## config.mk

```make
export PLATFORM = sky130hd
export DESIGN_NAME = edf_periodic_job_scheduler
export DESIGN_NICKNAME = d
export VERILOG_FILES = /design/src/sv/epjs_pkg.sv /design/src/sv/edf_periodic_job_scheduler.sv /design/src/sv/epjs_ram.sv
export VERILOG_INCLUDE_DIRS = /design/src /design/src/sv
export SDC_FILE = /design/constraint.sdc
export NUM_CORES = 2
export LEC_CHECK = 0
export BUFFER_PORTS_ARGS = -buffer_cell sky130_fd_sc_hd__buf_2
export CORE_MARGIN = 3
export CORE_UTILIZATION = 40
export CTS_CLUSTER_DIAMETER = 200
export DETAILED_ROUTE_END_ITERATION = 12
export GPL_ROUTABILITY_DRIVEN = 1
export HOLD_SLACK_MARGIN = 0.15
export MAX_ROUTING_LAYER = met4
export SYNTH_ARGS = -nofsm -noshare
export SYNTH_HDL_FRONTEND = slang
export SYNTH_SLANG_ARGS = --single-unit
```

## constraint.sdc

```tcl
create_clock -name clk -period 10.3 [get_ports clk]
set_input_delay 1.03 -clock clk [delete_from_list [all_inputs] [get_ports clk]]
set_output_delay 1.03 -clock clk [all_outputs]
set_load 0.05 [all_outputs]
```

## src/sv/edf_periodic_job_scheduler_macros.svh

```systemverilog
// assertion helpers shared by the scheduler rtl
`ifndef EDF_PERIODIC_JOB_SCHEDULER_MACROS_SVH
`define EDF_PERIODIC_JOB_SCHEDULER_MACROS_SVH

`ifndef SYNTHESIS
// condition that must hold at every clock edge out of reset
`define EPJS_ASSERT_ALWAYS(label, cond, msg) \
    label: assert property (@(posedge clk) disable iff (!rst_n) (cond)) else $error(msg);
// implication checked at every clock edge out of reset
`define EPJS_ASSERT_IMPLIES(label, ante, cons, msg) \
    label: assert property (@(posedge clk) disable iff (!rst_n) (ante) |-> (cons)) \
        else $error(msg);
`else
`define EPJS_ASSERT_ALWAYS(label, cond, msg)
`define EPJS_ASSERT_IMPLIES(label, ante, cons, msg)
`endif

`endif

```

## src/sv/epjs_pkg.sv

```systemverilog
package epjs_pkg;

    localparam logic [31:0] TIME_MAX  = 32'hFFFF_FFFF;
    localparam logic [18:0] COUNT_MAX = 19'h7_FFFF;

    typedef enum logic [2:0] {
        ST_IDLE,
        ST_DIV,
        ST_LOAD,
        ST_SEL,
        ST_UPD,
        ST_OUT
    } state_t;

    typedef enum logic {
        KIND_LOAD = 1'b0,
        KIND_TICK = 1'b1
    } kind_t;

    // one task slot as held in the task ram
    typedef struct packed {
        logic [15:0] exec_time;
        logic [15:0] period;
        logic [15:0] jobs_left;
        logic [15:0] remaining;
        logic [31:0] deadline;
        logic [15:0] phase;      // current time modulo period
    } entry_t;

    // earliest deadline first, then least remaining time
    function automatic logic job_before(
        input logic [31:0] dl_a,
        input logic [15:0] rem_a,
        input logic [31:0] dl_b,
        input logic [15:0] rem_b
    );
        return (dl_a < dl_b) || ((dl_a == dl_b) && (rem_a < rem_b));
    endfunction

endpackage

```

## src/sv/edf_periodic_job_scheduler.sv

```systemverilog
// channel  dir  handshake                     payload
// item     in   item_valid / item_stall       kind task_index exec_time period job_count
// result   out  result_valid / result_stall   running_valid running_task completed_valid
//                                             completed_task terminated_mask preempted
//                                             jobs_completed jobs_terminated all_done
//
// tick item: two passes over the task ram at one slot per cycle
// load item: when period is nonzero, first the bit-serial time-modulo-period
// remainder, then one selection pass over the task ram
// one item at a time; item_stall is high from acceptance until the result is registered
// the result register holds while result_stall is high; the next item is taken meanwhile
// rst_n clears time, totals and the loaded, pending and jobs-left bits; the ram is not cleared
module edf_periodic_job_scheduler #(
    parameter int TASKS = 8
) (
    input  logic        clk,
    input  logic        rst_n,
    input  logic        item_valid,
    output logic        item_stall,
    input  logic        kind,
    input  logic [2:0]  task_index,
    input  logic [15:0] exec_time,
    input  logic [15:0] period,
    input  logic [15:0] job_count,
    output logic        result_valid,
    input  logic        result_stall,
    output logic        running_valid,
    output logic [2:0]  running_task,
    output logic        completed_valid,
    output logic [2:0]  completed_task,
    output logic [7:0]  terminated_mask,
    output logic        preempted,
    output logic [18:0] jobs_completed,
    output logic [18:0] jobs_terminated,
    output logic        all_done
);

    import epjs_pkg::*;

    `include "edf_periodic_job_scheduler_macros.svh"

    localparam int IW = (TASKS > 1) ? $clog2(TASKS) : 1;
    localparam int CW = $clog2(TASKS + 1);
    localparam int EW = $bits(entry_t);

    state_t            state_reg, state_next;

    logic [31:0]       time_reg, time_next;
    logic              time_sat_reg, time_sat_next;
    logic              tick_reg, tick_next;

    logic [2:0]        ld_idx_reg, ld_idx_next;
    logic [15:0]       ld_exec_reg, ld_exec_next;
    logic [15:0]       ld_period_reg, ld_period_next;
    logic [15:0]       ld_count_reg, ld_count_next;

    logic [4:0]        div_cnt_reg, div_cnt_next;
    logic [31:0]       div_dvd_reg, div_dvd_next;
    logic [15:0]       div_rem_reg, div_rem_next;

    logic [CW-1:0]     scan_cnt_reg, scan_cnt_next;
    logic              proc_valid_reg, proc_valid_next;
    logic [IW-1:0]     proc_idx_reg, proc_idx_next;

    logic              best_valid_reg, best_valid_next;
    logic [IW-1:0]     best_idx_reg, best_idx_next;
    logic [31:0]       best_dl_reg, best_dl_next;
    logic [15:0]       best_rem_reg, best_rem_next;

    logic              sel_valid_reg, sel_valid_next;
    logic [IW-1:0]     sel_idx_reg, sel_idx_next;
    logic              ran_reg, ran_next;
    logic              done_valid_reg, done_valid_next;
    logic [IW-1:0]     done_task_reg, done_task_next;
    logic [7:0]        mask_reg, mask_next;

    logic [TASKS-1:0]  loaded_reg, loaded_next;
    logic [TASKS-1:0]  pending_reg, pending_next;
    logic [TASKS-1:0]  has_left_reg, has_left_next;

    logic [18:0]       comp_cnt_reg, comp_cnt_next;
    logic [18:0]       term_cnt_reg, term_cnt_next;

    logic              result_valid_reg, result_valid_next;
    logic              running_valid_reg, running_valid_next;
    logic [2:0]        running_task_reg, running_task_next;
    logic              completed_valid_reg, completed_valid_next;
    logic [2:0]        completed_task_reg, completed_task_next;
    logic [7:0]        terminated_mask_reg, terminated_mask_next;
    logic              preempted_reg, preempted_next;
    logic [18:0]       jobs_completed_reg, jobs_completed_next;
    logic [18:0]       jobs_terminated_reg, jobs_terminated_next;
    logic              all_done_reg, all_done_next;

    // sequencer controls
    logic              in_range;
    logic              scan_active;
    logic              scan_issue;
    logic              scan_done;
    logic              out_free;
    logic              ram_wr_en;
    logic [IW-1:0]     ram_wr_addr;
    entry_t            ram_wr_data;
    entry_t            rd_entry;
    logic [EW-1:0]     rd_bits;

    // divider step
    logic [16:0]       div_trial;
    logic              div_ge;

    // slot written by a load
    logic [IW-1:0]     ld_slot;
    entry_t            load_entry;

    // per-slot update during the second tick pass
    logic              upd_pend;
    logic              upd_drop;
    logic              upd_active;
    logic              upd_release;
    logic              upd_term;
    logic [15:0]       upd_phase;
    logic [16:0]       upd_phase_inc;
    logic [32:0]       upd_dl_sum;
    entry_t            upd_entry;
    logic [7:0]        upd_mask_bit;

    logic              preempt_now;
    logic              all_done_now;

    assign in_range = (32'(task_index) < TASKS);
    assign ld_slot  = IW'(ld_idx_reg);

    epjs_ram #(
        .WIDTH (EW),
        .DEPTH (TASKS)
    ) u_task_ram (
        .clk     (clk),
        .wr_en   (ram_wr_en),
        .wr_addr (ram_wr_addr),
        .wr_data (ram_wr_data),
        .rd_addr (scan_cnt_reg[IW-1:0]),
        .rd_data (rd_bits)
    );

    assign rd_entry = entry_t'(rd_bits);

    // next state
    always_comb
    begin
        state_next = state_reg;
        unique case (state_reg)
            ST_IDLE:
            begin
                if (item_valid)
                begin
                    if (kind == KIND_TICK || !in_range)
                    begin
                        state_next = ST_SEL;
                    end
                    else if (period != 16'd0)
                    begin
                        state_next = ST_DIV;
                    end
                    else
                    begin
                        state_next = ST_LOAD;
                    end
                end
            end
            ST_DIV:
            begin
                if (div_cnt_reg == 5'd0)
                begin
                    state_next = ST_LOAD;
                end
            end
            ST_LOAD:
            begin
                state_next = ST_SEL;
            end
            ST_SEL:
            begin
                if (scan_done)
                begin
                    state_next = tick_reg ? ST_UPD : ST_OUT;
                end
            end
            ST_UPD:
            begin
                if (scan_done)
                begin
                    state_next = ST_OUT;
                end
            end
            ST_OUT:
            begin
                if (out_free)
                begin
                    state_next = ST_IDLE;
                end
            end
            default:
            begin
                state_next = ST_IDLE;
            end
        endcase
    end

    // sequencer outputs
    always_comb
    begin
        item_stall  = (state_reg != ST_IDLE);
        scan_active = (state_reg == ST_SEL) || (state_reg == ST_UPD);
        scan_issue  = scan_active && (scan_cnt_reg < CW'(TASKS));
        scan_done   = scan_active && !scan_issue && !proc_valid_reg;
        out_free    = !result_valid_reg || !result_stall;
        ram_wr_en   = 1'b0;
        ram_wr_addr = proc_idx_reg;
        ram_wr_data = upd_entry;
        unique case (state_reg)
            ST_LOAD:
            begin
                ram_wr_en   = 1'b1;
                ram_wr_addr = ld_slot;
                ram_wr_data = load_entry;
            end
            ST_UPD:
            begin
                ram_wr_en = proc_valid_reg && loaded_reg[proc_idx_reg];
            end
            ST_IDLE, ST_DIV, ST_SEL, ST_OUT:
            begin
                ram_wr_en = 1'b0;
            end
            default:
            begin
                ram_wr_en = 1'b0;
            end
        endcase
    end

    // one remainder bit per cycle
    always_comb
    begin
        div_trial = {div_rem_reg, div_dvd_reg[31]};
        div_ge    = (div_trial >= {1'b0, ld_period_reg});
    end

    always_comb
    begin
        load_entry.exec_time = ld_exec_reg;
        load_entry.period    = ld_period_reg;
        load_entry.jobs_left = (ld_count_reg != 16'd0) ? (ld_count_reg - 16'd1) : 16'd0;
        load_entry.remaining = ld_exec_reg;
        load_entry.deadline  = 32'(ld_period_reg);
        load_entry.phase     = (ld_period_reg != 16'd0) ? div_rem_reg : 16'd0;
    end

    // run or complete the selected job, drop late jobs, then release
    always_comb
    begin
        upd_entry = rd_entry;
        upd_pend  = pending_reg[proc_idx_reg];
        if (sel_valid_reg && (proc_idx_reg == sel_idx_reg))
        begin
            if (rd_entry.remaining <= 16'd1)
            begin
                upd_pend = 1'b0;
            end
            else
            begin
                upd_entry.remaining = rd_entry.remaining - 16'd1;
            end
        end
        upd_drop = upd_pend && (rd_entry.deadline <= time_reg);
        if (upd_drop)
        begin
            upd_pend = 1'b0;
        end
        upd_active    = loaded_reg[proc_idx_reg] && (rd_entry.period != 16'd0);
        upd_phase_inc = {1'b0, rd_entry.phase} + 17'd1;
        upd_phase     = rd_entry.phase;
        if (upd_active && !time_sat_reg)
        begin
            upd_phase = (upd_phase_inc == {1'b0, rd_entry.period}) ? 16'd0
                                                                     : upd_phase_inc[15:0];
        end
        upd_entry.phase = upd_phase;
        upd_release = upd_active && (rd_entry.jobs_left != 16'd0) && (upd_phase == 16'd0);
        upd_term    = upd_drop || (upd_release && upd_pend);
        upd_dl_sum  = {1'b0, time_reg} + 33'(rd_entry.period);
        if (upd_release)
        begin
            upd_entry.jobs_left = rd_entry.jobs_left - 16'd1;
            upd_entry.remaining = rd_entry.exec_time;
            upd_entry.deadline  = upd_dl_sum[32] ? TIME_MAX : upd_dl_sum[31:0];
            upd_pend            = 1'b1;
        end
        for (int j = 0; j < 8; j++)
        begin
            upd_mask_bit[j] = upd_term && (32'(proc_idx_reg) == j);
        end
    end

    assign preempt_now  = ran_reg && pending_reg[sel_idx_reg] && (best_idx_reg != sel_idx_reg);
    assign all_done_now = !(|pending_reg) && !(|(loaded_reg & has_left_reg));

    // datapath next values
    always_comb
    begin
        time_next            = time_reg;
        time_sat_next        = time_sat_reg;
        tick_next            = tick_reg;
        ld_idx_next          = ld_idx_reg;
        ld_exec_next         = ld_exec_reg;
        ld_period_next       = ld_period_reg;
        ld_count_next        = ld_count_reg;
        div_cnt_next         = div_cnt_reg;
        div_dvd_next         = div_dvd_reg;
        div_rem_next         = div_rem_reg;
        scan_cnt_next        = scan_cnt_reg;
        proc_valid_next      = scan_issue;
        proc_idx_next        = scan_cnt_reg[IW-1:0];
        best_valid_next      = best_valid_reg;
        best_idx_next        = best_idx_reg;
        best_dl_next         = best_dl_reg;
        best_rem_next        = best_rem_reg;
        sel_valid_next       = sel_valid_reg;
        sel_idx_next         = sel_idx_reg;
        ran_next             = ran_reg;
        done_valid_next      = done_valid_reg;
        done_task_next       = done_task_reg;
        mask_next            = mask_reg;
        loaded_next          = loaded_reg;
        pending_next         = pending_reg;
        has_left_next        = has_left_reg;
        comp_cnt_next        = comp_cnt_reg;
        term_cnt_next        = term_cnt_reg;
        result_valid_next    = result_valid_reg && result_stall;
        running_valid_next   = running_valid_reg;
        running_task_next    = running_task_reg;
        completed_valid_next = completed_valid_reg;
        completed_task_next  = completed_task_reg;
        terminated_mask_next = terminated_mask_reg;
        preempted_next       = preempted_reg;
        jobs_completed_next  = jobs_completed_reg;
        jobs_terminated_next = jobs_terminated_reg;
        all_done_next        = all_done_reg;

        if (scan_issue)
        begin
            scan_cnt_next = scan_cnt_reg + CW'(1);
        end

        unique case (state_reg)
            ST_IDLE:
            begin
                if (item_valid)
                begin
                    tick_next       = (kind == KIND_TICK);
                    ld_idx_next     = task_index;
                    ld_exec_next    = exec_time;
                    ld_period_next  = period;
                    ld_count_next   = job_count;
                    div_cnt_next    = 5'd31;
                    div_dvd_next    = time_reg;
                    div_rem_next    = 16'd0;
                    scan_cnt_next   = '0;
                    best_valid_next = 1'b0;
                    sel_valid_next  = 1'b0;
                    ran_next        = 1'b0;
                    done_valid_next = 1'b0;
                    mask_next       = 8'd0;
                    if (kind == KIND_TICK)
                    begin
                        time_sat_next = (time_reg == TIME_MAX);
                        time_next     = (time_reg == TIME_MAX) ? TIME_MAX : time_reg + 32'd1;
                    end
                end
            end
            ST_DIV:
            begin
                div_cnt_next = div_cnt_reg - 5'd1;
                div_dvd_next = {div_dvd_reg[30:0], 1'b0};
                div_rem_next = div_ge ? 16'(div_trial - {1'b0, ld_period_reg}) : div_trial[15:0];
            end
            ST_LOAD:
            begin
                loaded_next[ld_slot]   = 1'b1;
                pending_next[ld_slot]  = 1'b1;
                has_left_next[ld_slot] = (ld_count_reg > 16'd1);
            end
            ST_SEL:
            begin
                if (proc_valid_reg && pending_reg[proc_idx_reg] &&
                    (!best_valid_reg ||
                     job_before(rd_entry.deadline, rd_entry.remaining,
                                best_dl_reg, best_rem_reg)))
                begin
                    best_valid_next = 1'b1;
                    best_idx_next   = proc_idx_reg;
                    best_dl_next    = rd_entry.deadline;
                    best_rem_next   = rd_entry.remaining;
                end
                if (scan_done && tick_reg)
                begin
                    sel_valid_next  = best_valid_reg;
                    sel_idx_next    = best_idx_reg;
                    scan_cnt_next   = '0;
                    best_valid_next = 1'b0;
                    if (best_valid_reg)
                    begin
                        if (best_rem_reg <= 16'd1)
                        begin
                            done_valid_next = 1'b1;
                            done_task_next  = best_idx_reg;
                            comp_cnt_next   = (comp_cnt_reg == COUNT_MAX) ? COUNT_MAX
                                                                          : comp_cnt_reg + 19'd1;
                        end
                        else
                        begin
                            ran_next = 1'b1;
                        end
                    end
                end
            end
            ST_UPD:
            begin
                if (proc_valid_reg && loaded_reg[proc_idx_reg])
                begin
                    pending_next[proc_idx_reg]  = upd_pend;
                    has_left_next[proc_idx_reg] = (upd_entry.jobs_left != 16'd0);
                    mask_next                   = mask_reg | upd_mask_bit;
                    if (upd_term)
                    begin
                        term_cnt_next = (term_cnt_reg == COUNT_MAX) ? COUNT_MAX
                                                                    : term_cnt_reg + 19'd1;
                    end
                    if (upd_pend &&
                        (!best_valid_reg ||
                         job_before(upd_entry.deadline, upd_entry.remaining,
                                    best_dl_reg, best_rem_reg)))
                    begin
                        best_valid_next = 1'b1;
                        best_idx_next   = proc_idx_reg;
                        best_dl_next    = upd_entry.deadline;
                        best_rem_next   = upd_entry.remaining;
                    end
                end
            end
            ST_OUT:
            begin
                if (out_free)
                begin
                    result_valid_next    = 1'b1;
                    running_valid_next   = best_valid_reg;
                    running_task_next    = best_valid_reg ? 3'(best_idx_reg) : 3'd0;
                    completed_valid_next = done_valid_reg;
                    completed_task_next  = done_valid_reg ? 3'(done_task_reg) : 3'd0;
                    terminated_mask_next = mask_reg;
                    preempted_next       = preempt_now;
                    jobs_completed_next  = comp_cnt_reg;
                    jobs_terminated_next = term_cnt_reg;
                    all_done_next        = all_done_now;
                end
            end
            default:
            begin
                result_valid_next = result_valid_reg && result_stall;
            end
        endcase
    end

    // control state
    always_ff @(posedge clk or negedge rst_n)
    begin
        if (!rst_n)
        begin
            state_reg        <= ST_IDLE;
            time_reg         <= 32'd0;
            time_sat_reg     <= 1'b0;
            tick_reg         <= 1'b0;
            div_cnt_reg      <= 5'd0;
            scan_cnt_reg     <= '0;
            proc_valid_reg   <= 1'b0;
            best_valid_reg   <= 1'b0;
            sel_valid_reg    <= 1'b0;
            ran_reg          <= 1'b0;
            done_valid_reg   <= 1'b0;
            mask_reg         <= 8'd0;
            loaded_reg       <= '0;
            pending_reg      <= '0;
            has_left_reg     <= '0;
            comp_cnt_reg     <= 19'd0;
            term_cnt_reg     <= 19'd0;
            result_valid_reg <= 1'b0;
        end
        else
        begin
            state_reg        <= state_next;
            time_reg         <= time_next;
            time_sat_reg     <= time_sat_next;
            tick_reg         <= tick_next;
            div_cnt_reg      <= div_cnt_next;
            scan_cnt_reg     <= scan_cnt_next;
            proc_valid_reg   <= proc_valid_next;
            best_valid_reg   <= best_valid_next;
            sel_valid_reg    <= sel_valid_next;
            ran_reg          <= ran_next;
            done_valid_reg   <= done_valid_next;
            mask_reg         <= mask_next;
            loaded_reg       <= loaded_next;
            pending_reg      <= pending_next;
            has_left_reg     <= has_left_next;
            comp_cnt_reg     <= comp_cnt_next;
            term_cnt_reg     <= term_cnt_next;
            result_valid_reg <= result_valid_next;
        end
    end

    // payload
    always_ff @(posedge clk)
    begin
        ld_idx_reg          <= ld_idx_next;
        ld_exec_reg         <= ld_exec_next;
        ld_period_reg       <= ld_period_next;
        ld_count_reg        <= ld_count_next;
        div_dvd_reg         <= div_dvd_next;
        div_rem_reg         <= div_rem_next;
        proc_idx_reg        <= proc_idx_next;
        best_idx_reg        <= best_idx_next;
        best_dl_reg         <= best_dl_next;
        best_rem_reg        <= best_rem_next;
        sel_idx_reg         <= sel_idx_next;
        done_task_reg       <= done_task_next;
        running_valid_reg   <= running_valid_next;
        running_task_reg    <= running_task_next;
        completed_valid_reg <= completed_valid_next;
        completed_task_reg  <= completed_task_next;
        terminated_mask_reg <= terminated_mask_next;
        preempted_reg       <= preempted_next;
        jobs_completed_reg  <= jobs_completed_next;
        jobs_terminated_reg <= jobs_terminated_next;
        all_done_reg        <= all_done_next;
    end

    assign result_valid    = result_valid_reg;
    assign running_valid   = running_valid_reg;
    assign running_task    = running_task_reg;
    assign completed_valid = completed_valid_reg;
    assign completed_task  = completed_task_reg;
    assign terminated_mask = terminated_mask_reg;
    assign preempted       = preempted_reg;
    assign jobs_completed  = jobs_completed_reg;
    assign jobs_terminated = jobs_terminated_reg;
    assign all_done        = all_done_reg;

    `EPJS_ASSERT_ALWAYS(a_pending_loaded, (pending_reg & ~loaded_reg) == '0, "pending slot not loaded")
    `EPJS_ASSERT_IMPLIES(a_div_rem_bound, state_reg == ST_DIV, div_rem_reg < ld_period_reg, "remainder out of range")
    `EPJS_ASSERT_IMPLIES(a_scan_index, proc_valid_reg, 32'(proc_idx_reg) < TASKS, "scan index beyond slots")
    `EPJS_ASSERT_IMPLIES(a_done_idle, result_valid && all_done, !running_valid, "job selected while all done")
    `EPJS_ASSERT_IMPLIES(a_complete_no_preempt, result_valid, !(completed_valid && preempted), "completion and preemption together")

endmodule

```

## src/sv/epjs_ram.sv

```systemverilog
module epjs_ram #(
    parameter int WIDTH = 112,
    parameter int DEPTH = 8
) (
    input  logic                                     clk,
    input  logic                                     wr_en,
    input  logic [((DEPTH > 1) ? $clog2(DEPTH) : 1)-1:0] wr_addr,
    input  logic [WIDTH-1:0]                         wr_data,
    input  logic [((DEPTH > 1) ? $clog2(DEPTH) : 1)-1:0] rd_addr,
    output logic [WIDTH-1:0]                         rd_data
);

    logic [WIDTH-1:0] mem_reg [DEPTH];
    logic [WIDTH-1:0] rd_data_reg;

    always_ff @(posedge clk)
    begin
        if (wr_en)
        begin
            mem_reg[wr_addr] <= wr_data;
        end
        rd_data_reg <= mem_reg[rd_addr];
    end

    assign rd_data = rd_data_reg;

endmodule
```

==> run metrics <==
synth top area cells=edfxtp_1 57%, mux4_2 8.8%, dfrtp_1 5.2%, dfxtp_1 4.0%, ha_1 3.7%; share of the synthesized area in the top cell type=57.1%; gpl congestion=0.920; Largest register FFs=approximately 900; maximum root-to-sink buffer count=3; Die Ht=388 um; Setup WS pre-CTS=around 3.4 ns; Startpoint Class=flop; worst-margin pin slew=about 1.3 ns; Critical Path AT=between 7 and 8 ns; setup TNS=0 ns; first-pass GRT wire length=222000 um; DRC errors left=0; Post-CTS Setup Inserts=0; FFs w/ async S/R, synth=9.07%; post-CTS sizing=0; Largest stage delay, worst path=0.54 ns; TritonCTS clock tree=done; hold buffers post-CTS=0; outcome=complete, no violations; Synth warnings=0; Net Count, Synth=between 4000 and 5000; dominant cell type by area after synthesis=edfxtp_1; reg2reg setup slack=approximately 3.3 ns; worst vdd ir=0.215 mV; Post-Syn Instances=between 3000 and 4000; Die ar.=150000 um^2; worst setup slack after layout=about 3.3 ns; # nets final=roughly 4300; Worst EP required=10.71 ns; CTS clk-pin slew, worst paths=~0.060 ns; most frequent cells in the layout=1108 x edfxtp_1, 371 x nand2_1, 228 x mux4_2; IO Port Bufs=roughly 110; Clock Sinks=about 1300; core area=about 140000 um^2; element type at the critical path end=flop; Initial DRT Pass Iterations=7; worst r2r src=u_task_ram.rd_data[0]; Slew headroom=a little under an eighth; total track usage=about a fifth; max-slew violation count=0; dpl hpwl=92500 um; worst skew pair latency=0.78 ns; final hold violation count=0; synthesized area per cell=approximately 15 um^2; Via Count=roughly 34000; drt via density=about 5.5; RSZ-0062 raised after global routing=no; Final Setup Violations=0; grt ovf=0; Setup Crit Path Kind=reg2reg; Max Clock Skew=~0.025 ns; ys flop type=edfxtp_1; Die W=about 390 um; Num CTS Buffers=around 140; Max Cap Viol=0; Rows=~140; Power Density=roughly 320 nW/um^2; Root Driver=clkbuf_16; largest net degree at the start of global routing=between 100 and 150; I/O pin total=between 100 and 150; Placed Area=~60000 um^2; final period utilization=68.3%; R2R Path End=best_dl_reg[10]; final WL=147000 um; Static Leak=23.5 nW; post-route cell area=between 60000 and 70000 um^2; vias in the first global route=34000; register bit count reported by yosys=1345; Routed Antenna Nets=0; iteration-0 DRC count of the detailed router=~3000; layout cells sized above 1=roughly 19%; commonest non-fill, non-tap cell in the layout=edfxtp_1; synthesized area=a little under 60000 um^2; FMAX=about 0.14 GHz; worst min-delay path class=in2async; distinct cell type count after synthesis=around 90; Post-synth EDFFs=about 1100; starting density of the core=between 40% and 50%; Critical Path Fanout Max=28; post-synthesis sequential area ratio=around two thirds; Layout area overhead=13.5%; Final min period=approximately 7.0 ns; number of H-tree levels=4; worst reg-to-reg path cell count=28; initial antenna violation count=7; Wirelength per Cell=24.0 um; Slowest-stage cell, CP=dfxtp_1
routing by layer:
| layer | wire (um) | GRT usage (%) | vias up |
|---|---|---|---|
| li1 | - | - | 15300 |
| met1 | 67200 | 28.5 | 17200 |
| met2 | 67900 | 30.4 | 1036 |
| met3 | 8270 | 2.90 | 198 |
| met4 | 3210 | 5.56 | 0 |
| met5 | 0 | - | - |
cells in the mapped netlist (21+ instances only):
master / number
and2_1: 27
xnor2_1: 85
inv_1: 155
ha_1: 170
nand4_1: 61
edfxtp_1: 1108
buf_1: 26
a21o_1: 48
a21oi_1: 157
mux4_2: 228
dfrtp_1: 122
mux2_2: 128
dfxtp_1: 115
nand2b_1: 21
nand2_1: 372
a31oi_1: 37
nor3_1: 61
nor2_1: 210
o21ai_0: 190
clkbuf_1: 105
and3_1: 26
mux2i_1: 23
xor2_1: 53
nor2b_1: 32
nor4_1: 39
nand3_1: 64
or3_1: 23
layout make-up:
type	instances	area (um^2)
antenna	2	5.00
clock buffer	205	4120
clock inverter	65	815
fill	12600	77900
inverter	156	586
multi-input combinational	2247	18500
sequential	1345	38600
tap	1903	2380
timing repair buffer	173	1050
worst max path at each step:
stage                      end                   from  cells past startpoint
2_1_floorplan   best_dl_reg[0]  u_task_ram.rd_data[1]                     27
3_3_place_gp    best_dl_reg[8]  u_task_ram.rd_data[0]                     28
3_5_place_dp    best_dl_reg[8]  u_task_ram.rd_data[0]                     28
4_1_cts         best_dl_reg[5]  u_task_ram.rd_data[0]                     28
5_1_grt        best_dl_reg[13]  u_task_ram.rd_data[0]                     28
6_report       best_dl_reg[10]  u_task_ram.rd_data[0]                     28
cells by family (layout without fill, tap and decap cells):
kind of cell	Yosys count	after routing	synth area share, %
xor gates and xnor gates	139	139	2.11
and+or+nand+nor	997	997	8.27
muxes	380	380	11.7
buffers and inverters	311	599	2.12
adders and majority gates	172	172	3.72
DFF	1345	1345	66.3
AOI/OAI and AO/OA	559	559	5.72
other	0	2	0
power breakdown:
part	switching [mW]	total [mW]	leakage, nW	internal [mW]
Combinational	4.09	6.66	8.48	2.56
Clock	2.19	5.32	2.40	3.13
Sequential	0.911	8.91	12.6	8.00
per-stage QoR:
stage,power [mW],hold slack [ns],cells,util [%]
finish,20.9,0.238,6096,45.9
global route,22.0,0.258,6095,45.9
CTS,21.0,0.220,6094,45.9
detailed placement,15.7,0.434,5824,42.5
global placement,15.6,0.432,5824,42.5
floorplan,13.4,0.345,3903,-
worst max-delay path, delay by kind of cell (launching register included):
kind            cells  cell delay, ns
compound gates     11            2.20
simple gates       10            2.04
buf+inv             4            1.07
fa+ha+maj           2            0.60
flops               1            0.54
xor+xnor            1            0.19
Note: power is estimated with default switching activity, not from simulation.
